## config.mk

```make
export PLATFORM = sky130hd
export DESIGN_NAME = aging_event_log_buffer_top
export DESIGN_NICKNAME = d
export VERILOG_FILES = /design/src/aelb_pkg.sv /design/src/aging_event_log_buffer_top.sv /design/src/aelb_front.sv /design/src/aelb_back.sv
export SDC_FILE = /design/constraint.sdc
export NUM_CORES = 2
export LEC_CHECK = 0
export BUFFER_PORTS_ARGS = -buffer_cell sky130_fd_sc_hd__buf_2
export CAP_MARGIN = 10
export CORE_MARGIN = 1
export CORE_UTILIZATION = 55
export DETAILED_ROUTE_END_ITERATION = 12
export HOLD_SLACK_MARGIN = 0.15
export PLACE_DENSITY = 0.79
export SYNTH_ARGS = -nofsm -noshare
export SYNTH_HDL_FRONTEND = slang
export SYNTH_SLANG_ARGS = --single-unit
```

## constraint.sdc

```tcl
create_clock -name clk_i -period 15.3 [get_ports clk_i]
set_input_delay 1.53 -clock clk_i [delete_from_list [all_inputs] [get_ports clk_i]]
set_output_delay 1.53 -clock clk_i [all_outputs]
set_load 0.005 [all_outputs]
```

## src/aelb_pkg.sv

```systemverilog
`default_nettype none
package aelb_pkg;

  typedef enum logic [2:0] {
    ACT_ADD   = 3'd0,
    ACT_READ  = 3'd1,
    ACT_CLEAR = 3'd2,
    ACT_PURGE = 3'd3,
    ACT_DAILY = 3'd4
  } action_e;

  localparam logic [31:0] RetentionReset = 32'd604800;

  typedef struct packed {
    logic [2:0]  action;
    logic [31:0] event_time;
    logic [3:0]  event_kind;
    logic [31:0] relay_on_stamp;
    logic [31:0] relay_off_stamp;
    logic        limit_hit;
    logic [31:0] limit_stamp;
    logic [7:0]  read_index;
    logic [31:0] now_time;
    logic [4:0]  now_day;
  } in_item_t;

  typedef struct packed {
    logic        entry_valid;
    logic [31:0] out_time;
    logic [3:0]  out_kind;
    logic [31:0] out_relay_on;
    logic [31:0] out_relay_off;
    logic        out_limit_hit;
    logic [31:0] out_limit_time;
    logic [4:0]  entry_count;
  } out_item_t;

  // one stored record
  typedef struct packed {
    logic [31:0] stamp;
    logic [3:0]  kind;
    logic [31:0] relay_on;
    logic [31:0] relay_off;
    logic        limit_flag;
    logic [31:0] limit_time;
  } entry_t;

  // classified command from front to back
  typedef enum logic [2:0] {
    CMD_ADD,
    CMD_READ,
    CMD_CLEAR,
    CMD_PURGE,
    CMD_NOP
  } cmd_e;

  typedef struct packed {
    cmd_e        cmd;
    entry_t      rec;
    logic [7:0]  index;
    logic [31:0] now_time;
  } cmd_t;

  typedef enum logic [1:0] {
    ST_IDLE,
    ST_READ,
    ST_PURGE,
    ST_DONE
  } back_state_e;

endpackage
`default_nettype wire

```

## src/aging_event_log_buffer_top.sv

```systemverilog
`default_nettype none
// add, clear and a daily check without purge finish when accepted; a read passes
// through ST_READ; a purge steps through ST_PURGE (one stored entry examined per cycle), then ST_DONE
// the back end takes no new request while busy in a read or purge or while a result waits to be popped;
// the store has one write and one read port
// reset: log empty, day register zero, retention 604800 s; store contents undefined
module aging_event_log_buffer_top #(
  parameter int LOG_DEPTH = 16
) (
  input  wire logic                clk_i,
  input  wire logic                rst_ni,
  input  wire logic                push,
  output logic                     full,
  input  wire aelb_pkg::in_item_t  in_item_i,
  output logic                     empty,
  input  wire logic                pop,
  output aelb_pkg::out_item_t      out_item_o,
  input  wire logic                cfg_we_i,
  input  wire logic [31:0]         cfg_wdata_i
);
  logic           cmd_valid, cmd_ready;
  aelb_pkg::cmd_t cmd;
  logic [31:0]    retention_q;

  always_ff @(posedge clk_i or negedge rst_ni) begin
    if (!rst_ni) retention_q <= aelb_pkg::RetentionReset;
    else if (cfg_we_i) retention_q <= cfg_wdata_i;
  end

  aelb_front u_front (
    .clk_i, .rst_ni, .push, .full, .in_item_i,
    .cmd_valid_o (cmd_valid),
    .cmd_ready_i (cmd_ready),
    .cmd_o       (cmd)
  );

  aelb_back #(.LOG_DEPTH(LOG_DEPTH)) u_back (
    .clk_i, .rst_ni,
    .retention_i (retention_q),
    .cmd_valid_i (cmd_valid),
    .cmd_ready_o (cmd_ready),
    .cmd_i       (cmd),
    .empty, .pop, .out_item_o
  );
endmodule
`default_nettype wire

```

## src/aelb_front.sv

```systemverilog
`default_nettype none
// classifies requests, tracks the daily check day
module aelb_front (
  input  wire logic              clk_i,
  input  wire logic              rst_ni,
  input  wire logic              push,
  output logic                   full,
  input  wire aelb_pkg::in_item_t in_item_i,
  output logic                   cmd_valid_o,
  input  wire logic              cmd_ready_i,
  output aelb_pkg::cmd_t         cmd_o
);
  logic               valid_q;
  aelb_pkg::cmd_t     cmd_q, cmd_d;
  logic [4:0]         day_q;
  logic               take;

  assign full        = valid_q && !cmd_ready_i;
  assign take        = push && !full;
  assign cmd_valid_o = valid_q;
  assign cmd_o       = cmd_q;

  always_comb begin
    cmd_d.rec.stamp      = in_item_i.event_time;
    cmd_d.rec.kind       = in_item_i.event_kind;
    cmd_d.rec.relay_on   = in_item_i.relay_on_stamp;
    cmd_d.rec.relay_off  = in_item_i.relay_off_stamp;
    cmd_d.rec.limit_flag = in_item_i.limit_hit;
    cmd_d.rec.limit_time = in_item_i.limit_stamp;
    cmd_d.index          = in_item_i.read_index;
    cmd_d.now_time       = in_item_i.now_time;
    case (in_item_i.action)
      aelb_pkg::ACT_ADD:   cmd_d.cmd = aelb_pkg::CMD_ADD;
      aelb_pkg::ACT_READ:  cmd_d.cmd = aelb_pkg::CMD_READ;
      aelb_pkg::ACT_CLEAR: cmd_d.cmd = aelb_pkg::CMD_CLEAR;
      aelb_pkg::ACT_PURGE: cmd_d.cmd = aelb_pkg::CMD_PURGE;
      aelb_pkg::ACT_DAILY: begin
        cmd_d.cmd = (day_q != in_item_i.now_day) ? aelb_pkg::CMD_PURGE : aelb_pkg::CMD_NOP;
      end
      default:             cmd_d.cmd = aelb_pkg::CMD_NOP;
    endcase
  end

  always_ff @(posedge clk_i or negedge rst_ni) begin
    if (!rst_ni) begin
      valid_q <= 1'b0;
      day_q   <= '0;
    end else begin
      if (take) begin
        valid_q <= 1'b1;
        if (in_item_i.action == aelb_pkg::ACT_DAILY) day_q <= in_item_i.now_day;
      end else if (cmd_ready_i) begin
        valid_q <= 1'b0;
      end
    end
  end

  always_ff @(posedge clk_i) begin
    if (take) cmd_q <= cmd_d;
  end
endmodule
`default_nettype wire

```

## src/aelb_back.sv

```systemverilog
`default_nettype none
// circular store with head pointer; purge compacts over one entry per cycle
module aelb_back #(
  parameter int LOG_DEPTH = 16
) (
  input  wire logic               clk_i,
  input  wire logic               rst_ni,
  input  wire logic [31:0]        retention_i,
  input  wire logic               cmd_valid_i,
  output logic                    cmd_ready_o,
  input  wire aelb_pkg::cmd_t     cmd_i,
  output logic                    empty,
  input  wire logic               pop,
  output aelb_pkg::out_item_t     out_item_o
);
  localparam int AW = (LOG_DEPTH > 1) ? $clog2(LOG_DEPTH) : 1;
  localparam int CW = $clog2(LOG_DEPTH + 1);
  localparam logic [CW-1:0] Depth = CW'(LOG_DEPTH);

  aelb_pkg::entry_t mem [LOG_DEPTH];

  aelb_pkg::back_state_e state_q, state_d;
  logic [AW-1:0] head_q, head_d;
  logic [CW-1:0] count_q, count_d;
  logic [CW-1:0] scan_q, scan_d, keep_q, keep_d;
  logic [31:0]   now_q;
  logic          hit_q;
  logic          out_valid_q;
  aelb_pkg::out_item_t out_q;
  aelb_pkg::entry_t    rd_q;
  logic          accept;
  logic          wr_en;
  logic [AW-1:0] wr_addr, rd_addr;
  aelb_pkg::entry_t wr_data;
  logic          rd_en;
  logic          finish;
  logic          in_range;

  function automatic logic [AW-1:0] wrap(input logic [AW-1:0] base, input logic [CW-1:0] off);
    logic [AW+CW:0] s;
    s = (AW+CW+1)'(base) + (AW+CW+1)'(off);
    if (s >= (AW+CW+1)'(LOG_DEPTH)) s = s - (AW+CW+1)'(LOG_DEPTH);
    return s[AW-1:0];
  endfunction

  assign accept      = cmd_valid_i && cmd_ready_o;
  assign cmd_ready_o = (state_q == aelb_pkg::ST_IDLE) && !out_valid_q;
  assign empty       = !out_valid_q;
  assign out_item_o  = out_q;
  assign in_range    = (32'(cmd_i.index) < 32'(count_q));

  always_comb begin
    state_d = state_q;
    head_d  = head_q;
    count_d = count_q;
    scan_d  = scan_q;
    keep_d  = keep_q;
    wr_en   = 1'b0;
    wr_addr = wrap(head_q, count_q);
    wr_data = cmd_i.rec;
    rd_en   = 1'b0;
    rd_addr = wrap(head_q, scan_q);
    finish  = 1'b0;
    case (state_q)
      aelb_pkg::ST_IDLE: begin
        if (accept) begin
          case (cmd_i.cmd)
            aelb_pkg::CMD_ADD: begin
              wr_en = 1'b1;
              if (count_q == Depth) begin
                wr_addr = head_q;
                head_d  = wrap(head_q, CW'(1));
              end else begin
                count_d = count_q + CW'(1);
              end
              finish = 1'b1;
            end
            aelb_pkg::CMD_READ: begin
              rd_en   = 1'b1;
              rd_addr = wrap(head_q, CW'(cmd_i.index[AW-1:0]));
              state_d = aelb_pkg::ST_READ;
            end
            aelb_pkg::CMD_CLEAR: begin
              count_d = '0;
              finish  = 1'b1;
            end
            aelb_pkg::CMD_PURGE: begin
              scan_d  = '0;
              keep_d  = '0;
              state_d = aelb_pkg::ST_PURGE;
            end
            default: finish = 1'b1;
          endcase
        end
      end
      aelb_pkg::ST_READ: begin
        finish  = 1'b1;
        state_d = aelb_pkg::ST_IDLE;
      end
      aelb_pkg::ST_PURGE: begin
        // read entry scan this cycle
        if (scan_q == count_q) begin
          count_d = keep_q;
          state_d = aelb_pkg::ST_DONE;
        end else begin
          rd_en   = 1'b1;
          scan_d  = scan_q + CW'(1);
          state_d = aelb_pkg::ST_PURGE;
        end
        // write back the entry read last cycle if it survives
        if (scan_q != '0 && (now_q - rd_q.stamp) < retention_i) begin
          wr_en   = 1'b1;
          wr_addr = wrap(head_q, keep_q);
          wr_data = rd_q;
          keep_d  = keep_q + CW'(1);
          if (scan_q == count_q) count_d = keep_q + CW'(1);
        end
      end
      aelb_pkg::ST_DONE: begin
        finish  = 1'b1;
        state_d = aelb_pkg::ST_IDLE;
      end
      default: state_d = aelb_pkg::ST_IDLE;
    endcase
  end

  always_ff @(posedge clk_i or negedge rst_ni) begin
    if (!rst_ni) begin
      state_q     <= aelb_pkg::ST_IDLE;
      head_q      <= '0;
      count_q     <= '0;
      scan_q      <= '0;
      keep_q      <= '0;
      out_valid_q <= 1'b0;
    end else begin
      state_q <= state_d;
      head_q  <= head_d;
      count_q <= count_d;
      scan_q  <= scan_d;
      keep_q  <= keep_d;
      if (finish) out_valid_q <= 1'b1;
      else if (pop) out_valid_q <= 1'b0;
    end
  end

  always_ff @(posedge clk_i) begin
    if (wr_en) mem[wr_addr] <= wr_data;
    if (rd_en) rd_q <= mem[rd_addr];
    if (accept) begin
      now_q <= cmd_i.now_time;
      hit_q <= in_range;
    end
    if (finish) begin
      out_q.entry_count <= 5'(count_d);
      if (state_q == aelb_pkg::ST_READ && hit_q) begin
        out_q.entry_valid    <= 1'b1;
        out_q.out_time       <= rd_q.stamp;
        out_q.out_kind       <= rd_q.kind;
        out_q.out_relay_on   <= rd_q.relay_on;
        out_q.out_relay_off  <= rd_q.relay_off;
        out_q.out_limit_hit  <= rd_q.limit_flag;
        out_q.out_limit_time <= rd_q.limit_time;
      end else begin
        out_q.entry_valid    <= 1'b0;
        out_q.out_time       <= '0;
        out_q.out_kind       <= '0;
        out_q.out_relay_on   <= '0;
        out_q.out_relay_off  <= '0;
        out_q.out_limit_hit  <= 1'b0;
        out_q.out_limit_time <= '0;
      end
    end
  end
endmodule
`default_nettype wire

```

# Yosys cells after proc, flatten, opt, wreduce, memory -nomap -nowiden
# Memory sizes are Yosys's and may differ from the RTL's. A register that Yosys moved wholly into a read port is not among the register bits.
# Index checks and enable logic that the tools add are counted.
totals:
  output_inout_bits: 141
  ramBits: 2128
  memories: 1
  latch_bits: 0
  register_bits: 408
  romBits: 0
  input_bits: 218
mem_list:
  columns: ["memory", "depth", "word_bits", "read_ports", "rd_clocked_by_memory_dff", "write_ports", "line_no", "text"]
  rows:
  - ["u_back.mem", 16, 133, 1, 1, 1, "aelb_back.sv:20", "aelb_pkg::entry_t mem [LOG_DEPTH];"]
classes:
  n_shift: 0
  eq_ne: 18
  n_div: 0
  n_mux: 52
  reduce_logical: 23
  bitwise: 0
  addsub: 14
  mul: 0
  order_cmp: 7
op_table:
  columns: ["op", "count"]
  rows:
  - ["133-bit 2-to-1 mux", 2]
  - ["134-bit 2-to-1 mux", 1]
  - ["4-bit 2-to-1 mux", 12]
  - ["5-bit 2-to-1 mux", 9]
  - ["5-bit one-hot mux with 2 select lines", 4]
  - ["32-bit < comparator", 1]
  - ["32-bit subtractor", 1]
  - ["4-bit by 1-bit subtractor with 4-bit output (second input constant)", 5]
  - ["4-bit by 5-bit adder with 6-bit output", 3]
  - ["6-bit by 5-bit greater-or-equal comparator with 1-bit output (second input constant)", 3]
  - ["5-bit by 1-bit adder with 5-bit output (second input constant)", 3]
  - ["1-bit 2-to-1 mux", 15]
  - ["3-bit one-hot mux with 5 select lines", 1]
  - ["3-bit by 2-bit == test with 1-bit output (second input constant)", 4]
  - ["4-bit AND reduction", 3]
  - ["5-bit greater-or-equal comparator (second input constant)", 2]
  - ["8-bit by 5-bit < comparator with 1-bit output", 1]
  - ["4-bit one-hot mux with 2 select lines", 1]
  - ["3-bit by 1-bit == test with 1-bit output (second input constant)", 2]
  - ["1-bit logical AND", 6]
  - ["3-bit zero test", 2]
  - ["1-bit one-hot mux with 2 select lines", 3]
  - ["2-bit one-hot mux with 3 select lines", 1]
  - ["2-bit nonzero test", 3]
  - ["19 further kinds", 26]

# Depth between registers and ports, before layout
depth:
  depth_word: 7
  ltp_mapped: 23
  depth_no_buf: 21

# Cells and area by module
# Synthesis repeated with hierarchy kept, for this count alone.
hier_totals:
  hier_cells: 7694
  hier_area_um2: 106163.1
by_module_without_submodules:
  columns: ["module", "cells_each", "n_inst", "seq_area_each_um2", "area_per_inst_um2"]
  rows:
  - ["aelb_back", 7419, 1, 73610.6, 99150.1]
  - ["aelb_front", 207, 1, 5435.2, 5659.2]
  - ["aging_event_log_buffer_top", 68, 1, 809.5, 1353.8]

# Least setup slack after synthesis
# OpenSTA, ideal clock, no wires.
synth_path:
  path_kind: "flip-flop to flip-flop"
  from: "register u_back.state_q[1]"
  to: "register u_back.out_valid_q"
  setup_ns: 0.143
  t_arrival_ns: 12.039
  slack_ns: 3.119
  path_buffers: 0
  path_stages_with_launch: 4
  synth_period_minus_slack_ns: 12.181
  cell_sequence: "dfrtp_1 > or4b_4 > o31ai_1 > o21bai_1"
synth_via:
  elab_chain_cells: 6
synth_rtl:
  columns: ["element", "line_no", "text"]
  rows:
  - ["start: declaration", "aelb_back.sv:22", "aelb_pkg::back_state_e state_q, state_d;"]
  - ["start signal: assignment", "aelb_back.sv:129", "state_q <= aelb_pkg::ST_IDLE;"]
  - ["start signal: assignment", "aelb_back.sv:136", "state_q <= state_d;"]
  - ["2-bit zero test", "aelb_back.sv:47, aelb_back.sv:64", null]
  - ["1-bit logical AND", "aelb_back.sv:47", "assign cmd_ready_o = (state_q == aelb_pkg::ST_IDLE) && !out_valid_q;"]
  - ["1-bit logical AND", "aelb_back.sv:46", "assign accept = cmd_valid_i && cmd_ready_o;"]
  - ["1-bit 2-to-1 mux", "aelb_back.sv:66", "if (accept) begin"]
  - ["1-bit one-hot mux with 2 select lines (*)", "aelb_back.sv:64", "case (state_q)"]
  - ["net u_back.finish", "aelb_back.sv:36", "logic finish;"]
  - ["1-bit 2-to-1 mux or 2-bit nonzero test (tied branches)", null, null]
  - ["end signal: assignment", "aelb_back.sv:134", "out_valid_q <= 1'b0;"]
  - ["end signal: assignment", "aelb_back.sv:141", "if (finish) out_valid_q <= 1'b1;"]
  - ["end signal: assignment", "aelb_back.sv:142", "else if (pop) out_valid_q <= 1'b0;"]
  - ["end: declaration", "aelb_back.sv:28", "logic out_valid_q;"]
# The timed path passes the listed nets; every way through them passes the cells marked *.
# A chain may end at the register's enable or synchronous reset.

# Worst setup path in the final report
layout_path:
  from: "register, netlist name u_back.rd_q[113]"
  to: "memory u_back.mem[4][103] (netlist name), enable pin"
layout_via:
  elab_chain_cells: 7
layout_rtl:
  columns: ["element", "line_no", "text"]
  rows:
  - ["32-bit subtractor (*)", "aelb_back.sv:111", "if (scan_q != '0 && (now_q - rd_q.stamp) < retention_i) begin"]
  - ["32-bit < comparator (*)", "aelb_back.sv:111", null]
  - ["1-bit logical AND (*)", "aelb_back.sv:111", null]
  - ["1-bit 2-to-1 mux", "aelb_back.sv:111", null]
  - ["1-bit one-hot mux with 2 select lines", "aelb_back.sv:64", null]
  - ["1-bit 2-to-1 mux", "aelb_back.sv:147", "if (wr_en) mem[wr_addr] <= wr_data;"]
  - ["1-bit 2-to-1 mux (not written as such)", "aelb_back.sv:147", null]
  - ["end: declaration", "aelb_back.sv:20", null]
# Every way passes the cells marked *; elsewhere a longest branch is shown, timed or not.

==> flow_metrics.py <==
metrics = {
    "global_routing": {
        "vias_in_the_first_global_route": 53815,
        "antenna_found_initial": 19,
        "wire_length_of_the_first_global_routing_pass_um": 355000,
        "groute.usage.overall": 0.256,
        "global_route.overflow_total": 0,
        "grt_max_degree": 141,
    },
    "routing": {
        "routedWlPerCell_um": 29.6,
        "dr.first_iter.drc_count": 6620,
        "drt-pass1-iter-count": 5,
        "via_count": 52460,
        "vias_per_cell": 6.37,
        "antenna_violating_nets_post_route": 0,
        "routed_wirelength_um": 244000,
        "drcViolationCount": 0,
    },
    "critical_path": {
        "cp.arrival_ns": 8.83,
        "crit_path_end_kind": "register",
        "cpPeakStageDelay_ns": 1.01,
        "worstPathBufferInverterCount": 4,
        "endpoint_of_the_most_critical_register_to_register_path": "u_back.mem[4][103]$_DFFE_PP_",
        "critPathSlowestCell": "sky130_fd_sc_hd__nor2_4",
        "start_kind": "register",
        "timing.critical_path.required_ns": 15.81,
        "critical_path.cell_chain": "inv_1 > ha_1 > a21o_1 > a21o_1 > a2111oi_0 > a2bb2oi_1 > nand2_1 > o311ai_0 > a21oi_1 > xor2_1 > ha_1 > nand3_1 > nor3_1 > nand2_1 > a2111o_1 > and3_1 > o311ai_1 > buf_4 > nand2b_1 > nor2_4 > buf_4 > buf_4",
        "path_class": "register to register",
        "family_with_the_most_delay_on_the_worst_path": "compound AO/OA/AOI/OAI gates",
        "crit_path_max_fanout": 35,
        "path_common_cell": "sky130_fd_sc_hd__buf_4",
        "critical_path.reg2reg.startpoint": "u_back.rd_q[113]$_DFFE_PP_",
        "r2r_setup_slack_ns": 6.98,
        "ff2ff_path_depth": 22,
    },
    "yosys": {
        "synth.area.top_cells": "sky130_fd_sc_hd__edfxtp_1 (76%), sky130_fd_sc_hd__mux4_2 (11%), sky130_fd_sc_hd__mux2_2 (1.5%), sky130_fd_sc_hd__and2_1 (1.4%), sky130_fd_sc_hd__dfrtp_1 (1.3%)",
        "post_synth_top_area_share": 0.755,
        "most_numerous_cell_types_in_the_synthesized_netlist": "sky130_fd_sc_hd__edfxtp_1 (2609), sky130_fd_sc_hd__mux4_2 (504), sky130_fd_sc_hd__and2_1 (224)",
        "avgSynthCellArea_um2": 20.4,
        "mappedNetlistNets": 5383,
        "seq_area_frac_synth": 0.770,
        "post_synth_and_or_nand_nor_area_fraction": 0.0318,
        "syn-instance-count": 5076,
        "synth_cell_type_count": 66,
        "combinational_family_with_the_most_area_after_synthesis": "multiplexers",
        "postSynth.asyncResetShare": 0.0225,
        "synth_xor_area_frac": 0.00456,
        "synth.yosys.warnings": 0,
        "post_synth_fa_ha_maj_area_fraction": 0.0111,
        "synth.ff_latch_count": 2669,
        "ys.flop_type": "sky130_fd_sc_hd__edfxtp_1",
        "post-synth-top-count-cell": "sky130_fd_sc_hd__edfxtp_1",
        "syn-cell-area_mm2": 0.104,
        "synth_edf_count": 2609,
        "synthMuxAreaShare": 0.137,
        "synth_top_cell_by_area": "sky130_fd_sc_hd__edfxtp_1",
        "synth_compound_area_frac": 0.0310,
    },
    "timing": {
        "fin_crit_ns": 8.32,
        "report.final.slew_viol_count": 0,
        "grt_setup_unrepaired": "no",
        "clock-skew-final_ns": 0.100,
        "max_slew_margin": 0.148,
        "worst_hold_slack_ns": 0.441,
        "hold_violations_final": 0,
        "max_slew.worst_pin.slew_ns": 1.28,
        "setup-tns-final_ns": 0,
        "fmaxAchievable_ghz": 0.120,
        "post-route-period-util": 0.544,
        "report.final.setup_viol": 0,
        "finalWorstSetupSlack_ns": 6.98,
    },
    "cts": {
        "clock_tree_from_tritoncts": "built",
        "cts_setup_buffers": 0,
        "latest_clock_arrival_within_the_worst_skew_pair_ns": 0.95,
        "cts-buffers-inserted": 280,
        "clkTransAtPathRegs_ns": 0.06,
        "clkSinkCount": 2669,
        "holdBufCountCts": 0,
        "htree_levels": 5,
        "cts_resized": 0,
        "clock_path_buffers": 4,
        "cts.root.buffer_cell": "sky130_fd_sc_hd__clkbuf_16",
    },
    "placed_design": {
        "port_buffers": 358,
        "dp.final_hpwl_um": 126000,
        "place_worst_setup_slack_ns": 7.02,
        "gp_congestion": 0.811,
    },
    "power": {
        "leakage_nw": 38.0,
        "ir_worst_vdd_mv": 0.156,
        "design_power_total_w": 0.0216,
        "cellPowerDensity_mw_per_mm2": 185,
    },
    "floorplan": {
        "io_pins": 359,
        "coreArea_mm2": 0.188,
        "design.die.area_mm2": 0.190,
        "std_cell_rows": 159,
        "die-height_um": 436,
        "floorplan_die_width_um": 436,
        "floorplan.initialDensity": 0.553,
    },
    "cells_and_area": {
        "final_layout_size_suffix_gt1_frac": 0.262,
        "finish.utilization": 0.624,
        "area.growth.synth_to_final_pct": 12.8,
        "design.final.nets": 5852,
    },
    "hold_path": {
        "hold-path-cell-count": 0,
        "timing.hold.worst.start": "u_front.cmd_o[31]$_DFFE_PP_",
        "worstHoldPathType": "register to register",
        "worstHoldEndpoint": "u_back.now_q[31]$_DFFE_PP_",
    },
    "run": {
        "timing.max_cap.violations": 0,
    },
    "run_status": {
        "outcome": "complete, no violations",
    },
}
-- cells in the final DEF, fill, tap and decap left out, types with 92 or more instances in the layout --
| master | count |
|---|---|
| sky130_fd_sc_hd__nand2_1 | 199 |
| sky130_fd_sc_hd__and2_1 | 223 |
| sky130_fd_sc_hd__a211oi_1 | 125 |
| sky130_fd_sc_hd__mux2_2 | 141 |
| sky130_fd_sc_hd__clkbuf_16 | 287 |
| sky130_fd_sc_hd__mux4_2 | 504 |
| sky130_fd_sc_hd__buf_2 | 358 |
| sky130_fd_sc_hd__a21oi_1 | 168 |
| sky130_fd_sc_hd__inv_1 | 92 |
| sky130_fd_sc_hd__mux2i_1 | 126 |
| sky130_fd_sc_hd__edfxtp_1 | 2609 |
-- routing by layer --
layer	routed length, um	global-route usage	vias to the layer above
met5	137	0.00353	-
met4	8530	0.0920	10
met3	23400	0.0568	479
met2	119000	0.412	3187
met1	92700	0.345	27195
li1	-	-	21589
-- logic make-up (layout without fill, tap and decap cells) --
| family | after synthesis | after routing |
|---|---|---|
| adder cells (fa/ha/maj) | 89 | 89 |
| AND/OR/NAND/NOR | 639 | 639 |
| XOR/XNOR | 54 | 54 |
| AO/OA/AOI/OAI | 500 | 500 |
| multiplexers | 776 | 776 |
| buffers and inverters | 349 | 1012 |
| other | 0 | 4 |
| flip-flops | 2669 | 2669 |
-- flip-flops by register name, summed over array words and instances (netlist names), 32 cells and up --
signal / flops
u_back.out_item_o: 139
u_front.cmd_o: 176
retention_q: 32
u_back.rd_q: 133
u_back.mem: 2128
u_back.now_q: 32
-- layout make-up --
cell class                 count  area (um2)
clock inverter               129        1070
clock buffer                 347        7420
antenna                        4        10.0
timing repair buffer         444        2590
tap                         2495        3120
sequential                  2669       79900
multi-input combinational   2058       22600
fill                       12130       70600
inverter                      92         345
-- power breakdown --
part	internal (W)	switching (W)	total (W)
logic	0.00215	0.00323	0.00538
clock network	0.00369	0.00272	0.00641
registers	0.00949	0.000339	0.00983
total	0.0153	0.00629	0.0216
-- how the worst max path moves through the flow --
| stage | startpoint | to | slack [ns] | cells past startpoint |
|---|---|---|---|---|
| after floorplan | u_back.state_q[1]$_DFFE_PN0P_ | u_back.out_valid_q$_DFFE_PN0P_ | 3.12 | 3 |
| after global placement | u_back.rd_q[113]$_DFFE_PP_ | u_back.mem[6][114]$_DFFE_PP_ | 7.13 | 22 |
| after detailed placement | u_back.rd_q[113]$_DFFE_PP_ | u_back.mem[4][115]$_DFFE_PP_ | 7.02 | 22 |
| after CTS | u_back.rd_q[113]$_DFFE_PP_ | u_back.mem[4][103]$_DFFE_PP_ | 6.95 | 22 |
| after global routing | u_back.rd_q[113]$_DFFE_PP_ | u_back.mem[4][103]$_DFFE_PP_ | 6.44 | 22 |
| final | u_back.rd_q[113]$_DFFE_PP_ | u_back.mem[4][103]$_DFFE_PP_ | 6.98 | 22 |
-- per-stage QoR --
stage          cell area [um2]  std cells
2_1_floorplan           104000       5076
5_1_grt                 117000       8235
4_1_cts                 117000       8233
6_report                117000       8238
3_3_place_gp            108000       7757
3_5_place_dp            108000       7757
No activity file was read; power rests on OpenSTA's default activity.
